===== config.mk =====
export PLATFORM = sky130hd
export DESIGN_NAME = jpeg_exif_header_locator
export DESIGN_NICKNAME = d
export VERILOG_FILES = /design/src/jel_pkg.sv /design/src/jel_parser.sv /design/src/jpeg_exif_header_locator.sv
export SDC_FILE = /design/constraint.sdc
export NUM_CORES = 1
export LEC_CHECK = 0
export ABC_CLOCK_PERIOD_IN_PS = 14350
export BUFFER_PORTS_ARGS = -buffer_cell sky130_fd_sc_hd__buf_2
export CORE_AREA = 2 2 189 191
export DETAILED_ROUTE_END_ITERATION = 12
export DIE_AREA = 0 0 191 193
export GPL_ROUTABILITY_DRIVEN = 0
export REMOVE_ABC_BUFFERS = 1
export SLEW_MARGIN = 20
export SYNTH_ARGS = -nofsm -noshare
export SYNTH_HDL_FRONTEND = slang
export SYNTH_SLANG_ARGS = --single-unit

===== constraint.sdc =====
create_clock -name clk -period 14.35 [get_ports clk]
set_input_delay 1.435 -clock clk [delete_from_list [all_inputs] [get_ports clk]]
set_output_delay 1.435 -clock clk [all_outputs]
set_load 0.05 [all_outputs]

===== src/jel_pkg.sv =====
// jel_pkg: shared types and constants for the jpeg exif header locator
// holds the parse phase enum, status codes, marker codes and the result struct
// no dependencies
package jel_pkg;

  typedef enum logic [3:0] {
    PH_SOI0       = 4'd0,
    PH_SOI1       = 4'd1,
    PH_MARK       = 4'd2,
    PH_CODE       = 4'd3,
    PH_LEN        = 4'd4,
    PH_SKIP       = 4'd5,
    PH_ID         = 4'd6,
    PH_TIFF       = 4'd7,
    PH_HOLD_UNSUP = 4'd8,
    PH_HOLD_NF    = 4'd9
  } phase_t;

  typedef enum logic [1:0] {
    ST_OK       = 2'd0,
    ST_INVALID  = 2'd1,
    ST_UNSUP    = 2'd2,
    ST_NOTFOUND = 2'd3
  } status_t;

  localparam logic [7:0] MK_PREFIX = 8'hFF;
  localparam logic [7:0] MK_SOI    = 8'hD8;
  localparam logic [7:0] MK_SOS    = 8'hDA;
  localparam logic [7:0] MK_EOI    = 8'hD9;
  localparam logic [7:0] MK_APP1   = 8'hE1;
  localparam logic [7:0] MK_RST0   = 8'hD0;
  localparam logic [7:0] MK_RST7   = 8'hD7;
  localparam logic [7:0] MK_STUFF  = 8'h00;
  localparam logic [7:0] MK_TEM    = 8'h01;
  localparam logic [7:0] BO_BIG    = 8'h4D;
  localparam logic [7:0] BO_LITTLE = 8'h49;
  localparam logic [15:0] TIFF_MAGIC = 16'd42;

  typedef struct packed {
    logic        valid;
    status_t     status;
    logic        msb_first;
    logic [31:0] ifd_offset;
    logic [15:0] tiff_length;
  } jel_result_t;

  // "Exif\0\0" identifier bytes
  function automatic logic [7:0] exif_id_byte(input logic [2:0] idx);
    logic [7:0] r;
    case (idx)
      3'd0:    r = 8'h45;
      3'd1:    r = 8'h78;
      3'd2:    r = 8'h69;
      3'd3:    r = 8'h66;
      default: r = 8'h00;
    endcase
    return r;
  endfunction

endpackage


===== src/jel_parser.sv =====
// jel_parser: marker walk and exif/tiff header check, one file byte per step
// holds all parse state; gives at most one result per file
// depends on jel_pkg
module jel_parser import jel_pkg::*; (
  input  logic        clk,
  input  logic        rst,
  input  logic        step,
  input  logic [7:0]  data_byte,
  input  logic        last_byte,
  output jel_result_t result
);

  phase_t      phase, phase_next;
  logic [3:0]  idx, idx_next;
  logic [15:0] skip, skip_next;
  logic [15:0] seglen, seglen_next;
  logic [7:0]  marker, marker_next;
  logic        big, big_next;
  logic [31:0] word, word_next;
  logic [2:0]  seen, seen_next;
  logic        given, given_next;

  logic        emit;
  status_t     emit_status;

  logic        decided;
  status_t     dec_status;
  logic [15:0] len_new;
  logic [15:0] skip_dec;
  logic [31:0] word_acc;
  logic        seen4;

  always_comb begin
    phase_next  = phase;
    idx_next    = idx;
    skip_next   = skip;
    seglen_next = seglen;
    marker_next = marker;
    big_next    = big;
    word_next   = word;
    seen_next   = seen;
    given_next  = given;
    decided     = 1'b0;
    dec_status  = ST_NOTFOUND;
    emit        = 1'b0;
    emit_status = ST_NOTFOUND;
    len_new     = {seglen[7:0], data_byte};
    skip_dec    = (skip != 16'd0) ? skip - 16'd1 : skip;
    word_acc    = word;
    seen4       = 1'b0;

    if (!given) begin
      seen_next = (seen < 3'd4) ? seen + 3'd1 : seen;
      seen4     = (seen_next >= 3'd4);
      case (phase)
        PH_SOI0: begin
          if (data_byte == MK_PREFIX) phase_next = PH_SOI1;
          else begin decided = 1'b1; dec_status = ST_UNSUP; end
        end
        PH_SOI1: begin
          if (data_byte == MK_SOI) phase_next = PH_MARK;
          else begin decided = 1'b1; dec_status = ST_UNSUP; end
        end
        PH_MARK: begin
          if (data_byte == MK_PREFIX) phase_next = PH_CODE;
          else decided = 1'b1;
        end
        PH_CODE: begin
          marker_next = data_byte;
          if (data_byte == MK_SOS || data_byte == MK_EOI) begin
            decided = 1'b1;
          end else if (data_byte == MK_STUFF || data_byte == MK_TEM ||
                       (data_byte >= MK_RST0 && data_byte <= MK_RST7)) begin
            phase_next = PH_MARK;
          end else begin
            phase_next  = PH_LEN;
            idx_next    = 4'd0;
            seglen_next = 16'd0;
          end
        end
        PH_LEN: begin
          seglen_next = len_new;
          if (idx == 4'd0) begin
            idx_next = 4'd1;
          end else if (len_new < 16'd2) begin
            decided = 1'b1;
          end else begin
            skip_next = len_new - 16'd2;
            idx_next  = 4'd0;
            if (marker == MK_APP1 && len_new >= 16'd8) phase_next = PH_ID;
            else phase_next = (len_new == 16'd2) ? PH_MARK : PH_SKIP;
          end
        end
        PH_SKIP: begin
          skip_next  = skip_dec;
          phase_next = (skip_dec == 16'd0) ? PH_MARK : PH_SKIP;
        end
        PH_ID: begin
          skip_next = skip_dec;
          if (idx >= 4'd6 || data_byte != exif_id_byte(idx[2:0])) begin
            phase_next = (skip_dec == 16'd0) ? PH_MARK : PH_SKIP;
          end else if (idx < 4'd5) begin
            idx_next = idx + 4'd1;
          end else if ((seglen - 16'd8) < 16'd8) begin
            decided = 1'b1;
          end else begin
            phase_next = PH_TIFF;
            idx_next   = 4'd0;
          end
        end
        PH_TIFF: begin
          if (idx == 4'd0) begin
            word_next = {24'd0, data_byte};
            idx_next  = 4'd1;
          end else if (idx == 4'd1) begin
            if (word == {24'd0, data_byte} &&
                (data_byte == BO_BIG || data_byte == BO_LITTLE)) begin
              big_next  = (data_byte == BO_BIG);
              word_next = 32'd0;
              idx_next  = 4'd2;
            end else begin
              decided = 1'b1;
            end
          end else if (idx <= 4'd7) begin
            // little-endian places the byte by its position in the field
            if (big) word_acc = {word[23:0], data_byte};
            else word_acc = word | ({24'd0, data_byte} << {idx[2] & idx[1], idx[0], 3'b000});
            if (idx <= 4'd3) begin
              word_next = word_acc;
              idx_next  = idx + 4'd1;
              if (idx == 4'd3) begin
                if (word_acc[15:0] != TIFF_MAGIC) decided = 1'b1;
                else word_next = 32'd0;
              end
            end else begin
              word_next = word_acc;
              if (idx == 4'd7) begin
                decided    = 1'b1;
                dec_status = ST_OK;
              end else begin
                idx_next = idx + 4'd1;
              end
            end
          end else begin
            decided = 1'b1;
          end
        end
        default: ;
      endcase

      if (decided) begin
        if (seen4) begin
          emit        = 1'b1;
          emit_status = dec_status;
        end else begin
          phase_next = (dec_status == ST_UNSUP) ? PH_HOLD_UNSUP : PH_HOLD_NF;
        end
      end else if (phase_next == PH_HOLD_UNSUP && seen4) begin
        emit        = 1'b1;
        emit_status = ST_UNSUP;
      end else if (phase_next == PH_HOLD_NF && seen4) begin
        emit        = 1'b1;
        emit_status = ST_NOTFOUND;
      end

      if (!emit && last_byte) begin
        emit = 1'b1;
        if (!seen4) emit_status = ST_INVALID;
        else if (phase_next == PH_HOLD_UNSUP) emit_status = ST_UNSUP;
        else emit_status = ST_NOTFOUND;
      end

      if (emit) given_next = 1'b1;
    end

    // end of file brings everything back to the start
    if (last_byte) begin
      phase_next  = PH_SOI0;
      idx_next    = 4'd0;
      skip_next   = 16'd0;
      seglen_next = 16'd0;
      marker_next = 8'd0;
      big_next    = 1'b0;
      word_next   = 32'd0;
      seen_next   = 3'd0;
      given_next  = 1'b0;
    end
  end

  always_comb begin
    result = '0;
    result.valid  = emit;
    result.status = emit_status;
    if (emit_status == ST_OK) begin
      result.msb_first   = big;
      result.ifd_offset  = word_acc;
      result.tiff_length = seglen - 16'd8;
    end
  end

  always_ff @(posedge clk) begin
    if (rst) begin
      phase  <= PH_SOI0;
      idx    <= 4'd0;
      skip   <= 16'd0;
      seglen <= 16'd0;
      marker <= 8'd0;
      big    <= 1'b0;
      word   <= 32'd0;
      seen   <= 3'd0;
      given  <= 1'b0;
    end else if (step) begin
      phase  <= phase_next;
      idx    <= idx_next;
      skip   <= skip_next;
      seglen <= seglen_next;
      marker <= marker_next;
      big    <= big_next;
      word   <= word_next;
      seen   <= seen_next;
      given  <= given_next;
    end
  end

endmodule


===== src/jpeg_exif_header_locator.sv =====
// jpeg_exif_header_locator: top level, input register, parser and result register
// depends on jel_pkg and jel_parser
//
// Takes one file byte per cycle while in_stall is low and gives one result item per
// file (status, byte order, IFD0 offset, TIFF length). A byte goes into an input
// register and is parsed from there when the parser advances; its result, if any,
// is registered into the output register on that advance. Throughput is one byte
// per cycle while the output side does not stall; a held result in the output
// register stops parsing until it is taken, and in_stall then rises once the input
// register is full.
module jpeg_exif_header_locator import jel_pkg::*; (
  input  logic        clk,
  input  logic        rst,
  input  logic        in_valid,
  output logic        in_stall,
  input  logic [7:0]  data_byte,
  input  logic        last_byte,
  output logic        out_valid,
  input  logic        out_stall,
  output logic [1:0]  status,
  output logic        msb_first,
  output logic [31:0] ifd_offset,
  output logic [15:0] tiff_length
);

  logic        q_valid;
  logic [7:0]  q_byte;
  logic        q_last;
  logic        advance;
  logic        in_take;
  jel_result_t res;
  jel_result_t out_q;

  assign advance  = q_valid && (!out_valid || !out_stall);
  assign in_stall = q_valid && !advance;
  assign in_take  = in_valid && !in_stall;

  jel_parser u_parser (
    .clk       (clk),
    .rst       (rst),
    .step      (advance),
    .data_byte (q_byte),
    .last_byte (q_last),
    .result    (res)
  );

  always_ff @(posedge clk) begin
    if (rst) begin
      q_valid <= 1'b0;
    end else if (in_take) begin
      q_valid <= 1'b1;
    end else if (advance) begin
      q_valid <= 1'b0;
    end
  end

  always_ff @(posedge clk) begin
    if (in_take) begin
      q_byte <= data_byte;
      q_last <= last_byte;
    end
  end

  always_ff @(posedge clk) begin
    if (rst) begin
      out_valid <= 1'b0;
    end else if (advance && res.valid) begin
      out_valid <= 1'b1;
    end else if (!out_stall) begin
      out_valid <= 1'b0;
    end
  end

  always_ff @(posedge clk) begin
    if (advance && res.valid) begin
      out_q <= res;
    end
  end

  assign status      = out_q.status;
  assign msb_first   = out_q.msb_first;
  assign ifd_offset  = out_q.ifd_offset;
  assign tiff_length = out_q.tiff_length;

endmodule

* Word level (Yosys, flattened, before mapping) *
Cells that the tools add are included.

storage, ports and cells
  memories = 0
  input bits = 13
  memory bits (read-only) = 0
  latch bits = 0
  logic and storage cells = 258
  memory bits (writable) = 0
  bits in registers = 147
  output and inout bits = 53

operators by class
  bitwise operators = 2
  eq/ne operators = 43
  magnitude comparators = 11
  reductions and logical operators = 46
  add/subtract/negate cells = 5
  div/mod/pow operators = 0
  $mul = 0
  shift operators = 1
  mux-type cells = 133

operators with widths
  operator                                                             number
  2-to-1 mux 32 bit                                                    21
  2-to-1 mux 16 bit                                                    9
  2-to-1 mux 4 bit                                                     31
  one-hot mux 16 bit (2 select lines)                                  2
  2-to-1 mux 1 bit                                                     43
  == test 8 bit (second input constant)                                5
  2-to-1 mux 8 bit                                                     5
  == test 32 x 8 -> 1 bit                                              1
  OR 32 bit                                                            1
  << shifter 8 x 5 -> 32 bit                                           1
  one-hot mux 4 bit (7 select lines)                                   1
  one-hot mux 7 bit (4 select lines)                                   1
  2-to-1 mux 2 bit                                                     11
  == test 4 x 3 -> 1 bit (second input constant)                       5
  2-to-1 mux 3 bit                                                     6
  == test 16 x 2 -> 1 bit (second input constant)                      1
  == test 8 x 7 -> 1 bit (second input constant)                       2
  greater-or-equal comparator 16 x 4 -> 1 bit (second input constant)  1
  zero test 16 bit                                                     1
  < comparator 16 x 2 -> 1 bit (second input constant)                 1
  < comparator 16 x 4 -> 1 bit (second input constant)                 1
  inequality test 16 x 6 -> 1 bit (second input constant)              1
  one-hot mux 4 bit (4 select lines)                                   1
  nonzero test 16 bit                                                  1
  48 further kinds                                                     88

* Longest topological paths before layout *
  word-level depth = 27
  depth in mapped cells = 12
  depth with buffers taken out = 10

* By module *
From an unflattened synthesis, not the netlist that was laid out.

unflattened totals
  cells, all modules = 1091
  area total of the unflattened synthesis = 8757.1 um2

modules (own cells, without submodules)
  module                    area each (um2)  cells an instance  sequential area each (um2)  instances
  jel_parser                6861.6           1019               1701.6                      1
  jpeg_exif_header_locator  1895.6           72                 1841.8                      1

* Worst setup path after synthesis *
No wires, ideal clock.

  path type = reg2reg
  start point = register u_parser.seglen[3]
  end point = register out_q, in the netlist ifd_offset[0], enable pin
  required time = 13812 ps
  data arrival time = 6012 ps
  setup slack = 7801 ps
  buffers on the path = 2
  clock period less this slack = 6549 ps
  cell stages (with the launch flop) = 12
  library setup time = 538 ps
  path through = dfxtp_1 > clkbuf_1 > inv_1 > ha_1 > buf_2 > nor4b_1 > a31oi_1 > a2111oi_2 > o2111ai_1 > nor2_1 > o31ai_1 > a21boi_0

between the ends
  longest elaborated chain between the ends = 19
  elaborated cells between the ends (all ways) = 36
  those cells by class = add/sub (1); order compare (3); eq/ne (3); mux (23); reduce/logical (6)

RTL lines
  item                                                  line                                 source
  start: declaration                                    jel_parser.sv:16                     logic [15:0] seglen, seglen_next;
  start signal: assignment                              jel_parser.sv:216                    seglen <= seglen_next;
  subtractor 16 x 4 -> 16 bit (tied with other cells)   jel_parser.sv:104                    end else if ((seglen - 16'd8) < 16'd8) begin
  < comparator 16 x 4 -> 1 bit (tied with other cells)  jel_parser.sv:104
  2-to-1 mux 4 bit, on equally long branches            jel_parser.sv:104, jel_parser.sv:90
  2-to-1 mux 4 bit, on equally long branches            jel_parser.sv:102, jel_parser.sv:85
  2-to-1 mux 4 bit, on equally long branches            jel_parser.sv:100, jel_parser.sv:83
  one-hot mux 4 bit (7 select lines)                    jel_parser.sv:55                     case (phase)
  2-to-1 mux 4 bit                                      jel_parser.sv:52                     if (!given) begin
  == test 4 bit                                         jel_parser.sv:161                    end else if (phase_next == PH_HOLD_NF && seen4) begin
  [... 2 more ...]                                      --
  2-to-1 mux 1 bit                                      jel_parser.sv:158                    end else if (phase_next == PH_HOLD_UNSUP && seen4) begin
  2-to-1 mux 1 bit *                                    jel_parser.sv:151                    if (decided) begin
  2-to-1 mux 1 bit *                                    jel_parser.sv:52
  zero test 1 bit                                       jel_parser.sv:166                    if (!emit && last_byte) begin
  logical AND 1 bit                                     jel_parser.sv:166
  2-to-1 mux 1 bit *                                    jel_parser.sv:166
  2-to-1 mux 1 bit * (2 in series)                      jel_parser.sv:52
  logical AND 1 bit *                                   jpeg_exif_header_locator.sv:75       if (advance && res.valid) begin
  end signal: assignment                                jpeg_exif_header_locator.sv:76       out_q <= res;
  end: declaration                                      jpeg_exif_header_locator.sv:32       jel_result_t out_q;

Every way passes the cells marked *; elsewhere a longest branch is shown, timed or not. The select of a mux whose other input is x is not followed.
A chain may end at the register's enable or synchronous reset.

* Worst setup path in the final report *
  start point = register u_parser.idx[2]
  end point = register out_q, in the netlist tiff_length[2], enable pin

between the ends
  longest elaborated chain between the ends = 26
  elaborated cells between the ends (all ways) = 58
  those cells by class = order compare (4); eq/ne (10); shift (1); mux (33); bitwise (2); reduce/logical (8)

RTL lines
  item                              line                            source
  start: declaration                jel_parser.sv:14                logic [3:0] idx, idx_next;
  start signal: assignment          jel_parser.sv:214               idx <= idx_next;
  bitwise AND 1 bit                 jel_parser.sv:127               else word_acc = word | ({24'd0, data_byte} << {idx[2] & idx[1], idx[0], 3'b000});
  << shifter 8 x 5 -> 32 bit        jel_parser.sv:127
  OR 32 bit                         jel_parser.sv:127
  2-to-1 mux 32 bit                 jel_parser.sv:126               if (big) word_acc = {word[23:0], data_byte};
  2-to-1 mux 32 bit                 jel_parser.sv:124               end else if (idx <= 4'd7) begin
  2-to-1 mux 32 bit                 jel_parser.sv:115               end else if (idx == 4'd1) begin
  2-to-1 mux 32 bit                 jel_parser.sv:112               if (idx == 4'd0) begin
  2-to-1 mux 32 bit                 jel_parser.sv:55
  [... 9 more ...]                  --
  2-to-1 mux 1 bit                  jel_parser.sv:52
  2-to-1 mux 1 bit *                jel_parser.sv:151
  2-to-1 mux 1 bit *                jel_parser.sv:52
  zero test 1 bit                   jel_parser.sv:166
  logical AND 1 bit                 jel_parser.sv:166
  2-to-1 mux 1 bit *                jel_parser.sv:166
  2-to-1 mux 1 bit * (2 in series)  jel_parser.sv:52
  logical AND 1 bit *               jpeg_exif_header_locator.sv:75

Marks and branches as above.

==> results.md <==
- Wire length of the first global-routing pass: between 40 and 50 mm
- Ys flop type: dfxtp_1
- Startpoint-to-endpoint class of the critical path: register to register
- Sort of element at the start of the critical path: register
- Quantity of hold-fixing buffers added after cts: 0
- Num rows: 69
- Maximum level of the CTS H-tree: 4
- Met1 capacity usage during global routing: between 10% and 20%
- Clock Skews: 0.0168 ns
- Number of vias after detailed routing: between 8000 and 9000
- Total overflow reported by the global router: 0
- Number of CTS-inserted buffers: 17
- CTS Root Cell: clkbuf_16
- Clock net sink count: 147
- Post-Place Worst Slack: between 10 and 15 ns
- Number of standard cells after synthesis: 1057
- Critical path peak fanout: 51
- Avg WL per Cell: 16.7 um
- Transition time of the tightest slew-check pin: ~0.99 ns
- EDFF count, synth: 60
- Kind of end point of the critical path: register
- Leakage power summed over all cells: 3.67 nW
- Time the worst path needs with I/O delays and setup: 4.05 ns
- Post-detailed-route DRC marker count: 0
- Chip height: 193 um
- Met3 demand-to-capacity share in global routing: 2.66%
- Clock insertion delay at the later pin of the skew report: ~0.44 ns
- Pins Over Slew Limit: 0
- Placeable core region: between 30000 and 40000 um^2
- Final hold viol count: 0
- Async S/R FF share, synth: 0%
- Initial core utilization: 24.7%
- Chain of cells forming the critical path: a21boi_2, a211oi_1, o22ai_1, or4b_4, o21bai_1, nand2_1, o31ai_1, a21boi_4, buf_4
- Max cap viols: 0
- Resized cells post-CTS: 0
- Count of TritonRoute iterations in the first routing pass: 5
- Sequential-to-total area share from yosys stat: 41.0%
- Stage delay of the slowest cell on the critical path: 0.68 ns
- Number of fill cells: 3715
- Post-CTS Repair Setup Buffers: 0
- Buffers on Ports: 65
- Library cell contributing the largest single delay on the critical path: o31ai_1
- Routed vias/inst: 5.22
- HPWL after detailed placement: 17.3 mm
- Worst min path class: register to register
- Mapped Avg Cell Area: slightly above 8 um^2
- WP buf/inv: 1
- Run status: complete, no violations
- Routed wire length: roughly 26 mm
- Warning count from the yosys run: 0
- Final cycle utilization of the critical path: 28.3%
- Required time worst endpoint: 14.44 ns
- Highest ir drop seen on vdd: about 0.00008 V
- Net count, final: 1097
- Netlist area before placement: 8640 um^2
- Fraction of layout cells with a size suffix above 1: about an eighth
- Clock tree from TritonCTS: done
- Worst-case setup margin in the final layout: 10.30 ns
- Largest net degree at the start of global routing: 78
- Area Overhead vs Synth: 14.9%
- Aggregate global-route resource usage: 14.0%
- Peak-usage layer in the global routing report: met2
- Antenna fix cells: 0
- Met2 layer usage reported by global route: 22.0%
- Power density of the placed cells: 97.5 nW/um^2
- Slew margin rel.: 34.1%
- Max Freq: 0.247 GHz
- Number of flip-flops and latches in the synthesized netlist: 147
- Cell family with most CP delay: compound AO/OA/AOI/OAI gates
- Antenna Nets Post-Route: 0
- Vias in the first global route: about 7400
- Width of the chip: 191 um
- DR iter-0 viols: 969
- Number of antenna violations at the first check in global routing: 0
- Final setup violating endpoints: 0
- Setup repair after global routing missed its margin: false
- Aggregate negative setup slack: 0 ns
- Area of the die: 36900 um^2
- Io pins: 66
- Yosys cell types: 81
- CTS clock-pin slew for the worst setup and hold paths: 0.07 ns
- Maximum clock insertion buffer count: 2
- Worst endpoint data arrival time: 4.15 ns
==> cells in the mapped netlist (all sizes together) (5+ instances only) <==
cell type / number / area, um^2
nand2: 91 / 342
o211ai: 15 / 113
edfxtp: 60 / 1800
nand4b: 6 / 52.6
nor4b: 5 / 43.8
a22oi: 34 / 255
o21ai: 29 / 145
nor2b: 13 / 81.3
nor2: 173 / 649
nand3: 43 / 215
or4: 5 / 37.5
mux2i: 12 / 120
a22o: 13 / 114
or3: 8 / 50.1
xnor2: 26 / 228
nand2b: 11 / 68.8
clkbuf: 59 / 221
xor2: 10 / 87.6
nor4: 17 / 119
ha: 12 / 150
buf: 22 / 115
a211o: 5 / 43.8
nand4: 15 / 93.8
a21oi: 113 / 566
nor3: 42 / 215
a211oi: 9 / 72.6
dfxtp: 87 / 1740
inv: 25 / 93.8
or2: 8 / 50.1
a21o: 7 / 52.6
==> registers in the layout (all words and copies together), names as in the netlist, 2 cells and up <==
signal	flops
status	2
u_parser.phase	4
q_byte	8
u_parser.seen	3
u_parser.idx	4
u_parser.seglen	16
ifd_offset	32
u_parser.skip	16
u_parser.marker	8
tiff_length	16
u_parser.word	32
==> stage by stage <==
step | util [%] | hold WS [ns] | instance area (um^2) | cells | total power [mW]
after floorplan | - | 0.426 | 8310 | 976 | 0.487
after global placement | 26.6 | 0.440 | 9320 | 1513 | 0.509
after detailed placement | 26.6 | 0.451 | 9320 | 1513 | 0.510
after CTS | 28.4 | 0.463 | 9920 | 1545 | 0.977
after global routing | 28.4 | 0.514 | 9930 | 1546 | 1.00
final | 28.4 | 0.473 | 9930 | 1546 | 0.968
==> cell type report <==
cell class | count | area (um^2) | area share [%]
Sequential cell | 147 | 3540 | 35.7
Multi-Input combinational cell | 804 | 4690 | 47.2
Inverter | 25 | 93.8 | 0.945
Clock inverter | 14 | 165 | 1.66
Timing Repair Buffer | 77 | 423 | 4.26
Clock buffer | 18 | 439 | 4.42
Tap cell | 461 | 577 | 5.81
==> cells in the final DEF (no fill, tap or decap), types with 5 or more instances in the layout <==
cell       count
nand3_1       43
o21ai_0       29
a21o_1         7
o211ai_1      15
or2_2          6
or3_1          8
nor4b_1        5
dfxtp_1       87
nand4_1       15
inv_6          5
a211o_1        5
clkbuf_16     17
nor3_1        40
a211oi_1       8
nor2_1       173
nor2b_1       13
nand2b_1      11
a21oi_1      113
a22oi_1       34
a22o_1        13
nand4b_1       6
nor4_1        15
buf_4         11
or4_1          5
buf_2         65
xor2_1        10
mux2i_1       12
nand2_1       91
inv_1         25
xnor2_1       26
edfxtp_1      60
ha_1          12
==> report_power, final <==
| part | leakage [nW] | internal (mW) | total (mW) | switching (mW) |
|---|---|---|---|---|
| clock network | 0.298 | 0.267 | 0.467 | 0.200 |
| registers | 1.35 | 0.437 | 0.448 | 0.0105 |
| logic | 2.02 | 0.0171 | 0.0539 | 0.0368 |
==> tightest hold or removal path: cells and delay by family (launching register included) <==
family	cells	cell delay (ns)
DFF	1	0.32
and+or+nand+nor	1	0.06
AOI/OAI and AO/OA	1	0.05
==> per-layer routing <==
layer / vias to the layer above / part of all wire [%] / wire, um
met5: - / 0 / 0
met4: 0 / 1.4 / 359
met3: 35 / 6.2 / 1600
met2: 306 / 46 / 11800
met1: 3856 / 47 / 12000
li1: 3879 / - / -
==> worst paths after layout <==
| path | startpoint | to | slack, ns | cells after the start |
|---|---|---|---|---|
| max reg2reg | u_parser.idx[2]$_SDFFE_PP0P_ | tiff_length[2]$_SDFFCE_PP0P_ | 10.30 | 9 |
| min reg2reg | u_parser.seglen[15]$_SDFFE_PP0P_ | u_parser.seglen[15]$_SDFFE_PP0P_ | 0.47 | 2 |
| max | u_parser.idx[2]$_SDFFE_PP0P_ | tiff_length[2]$_SDFFCE_PP0P_ | 10.30 | 9 |
| min | u_parser.seglen[15]$_SDFFE_PP0P_ | u_parser.seglen[15]$_SDFFE_PP0P_ | 0.47 | 2 |
==> logic make-up after synthesis <==
kind of cell	after synthesis	share of synthesized area (%)
simple gates	459	25.4
compound gates	285	21.9
flops	147	41.0
buf+inv	106	4.98
xor+xnor	36	3.65
mux	12	1.39
fa+ha+maj	12	1.74
Note: power is estimated with default switching activity, not from simulation.
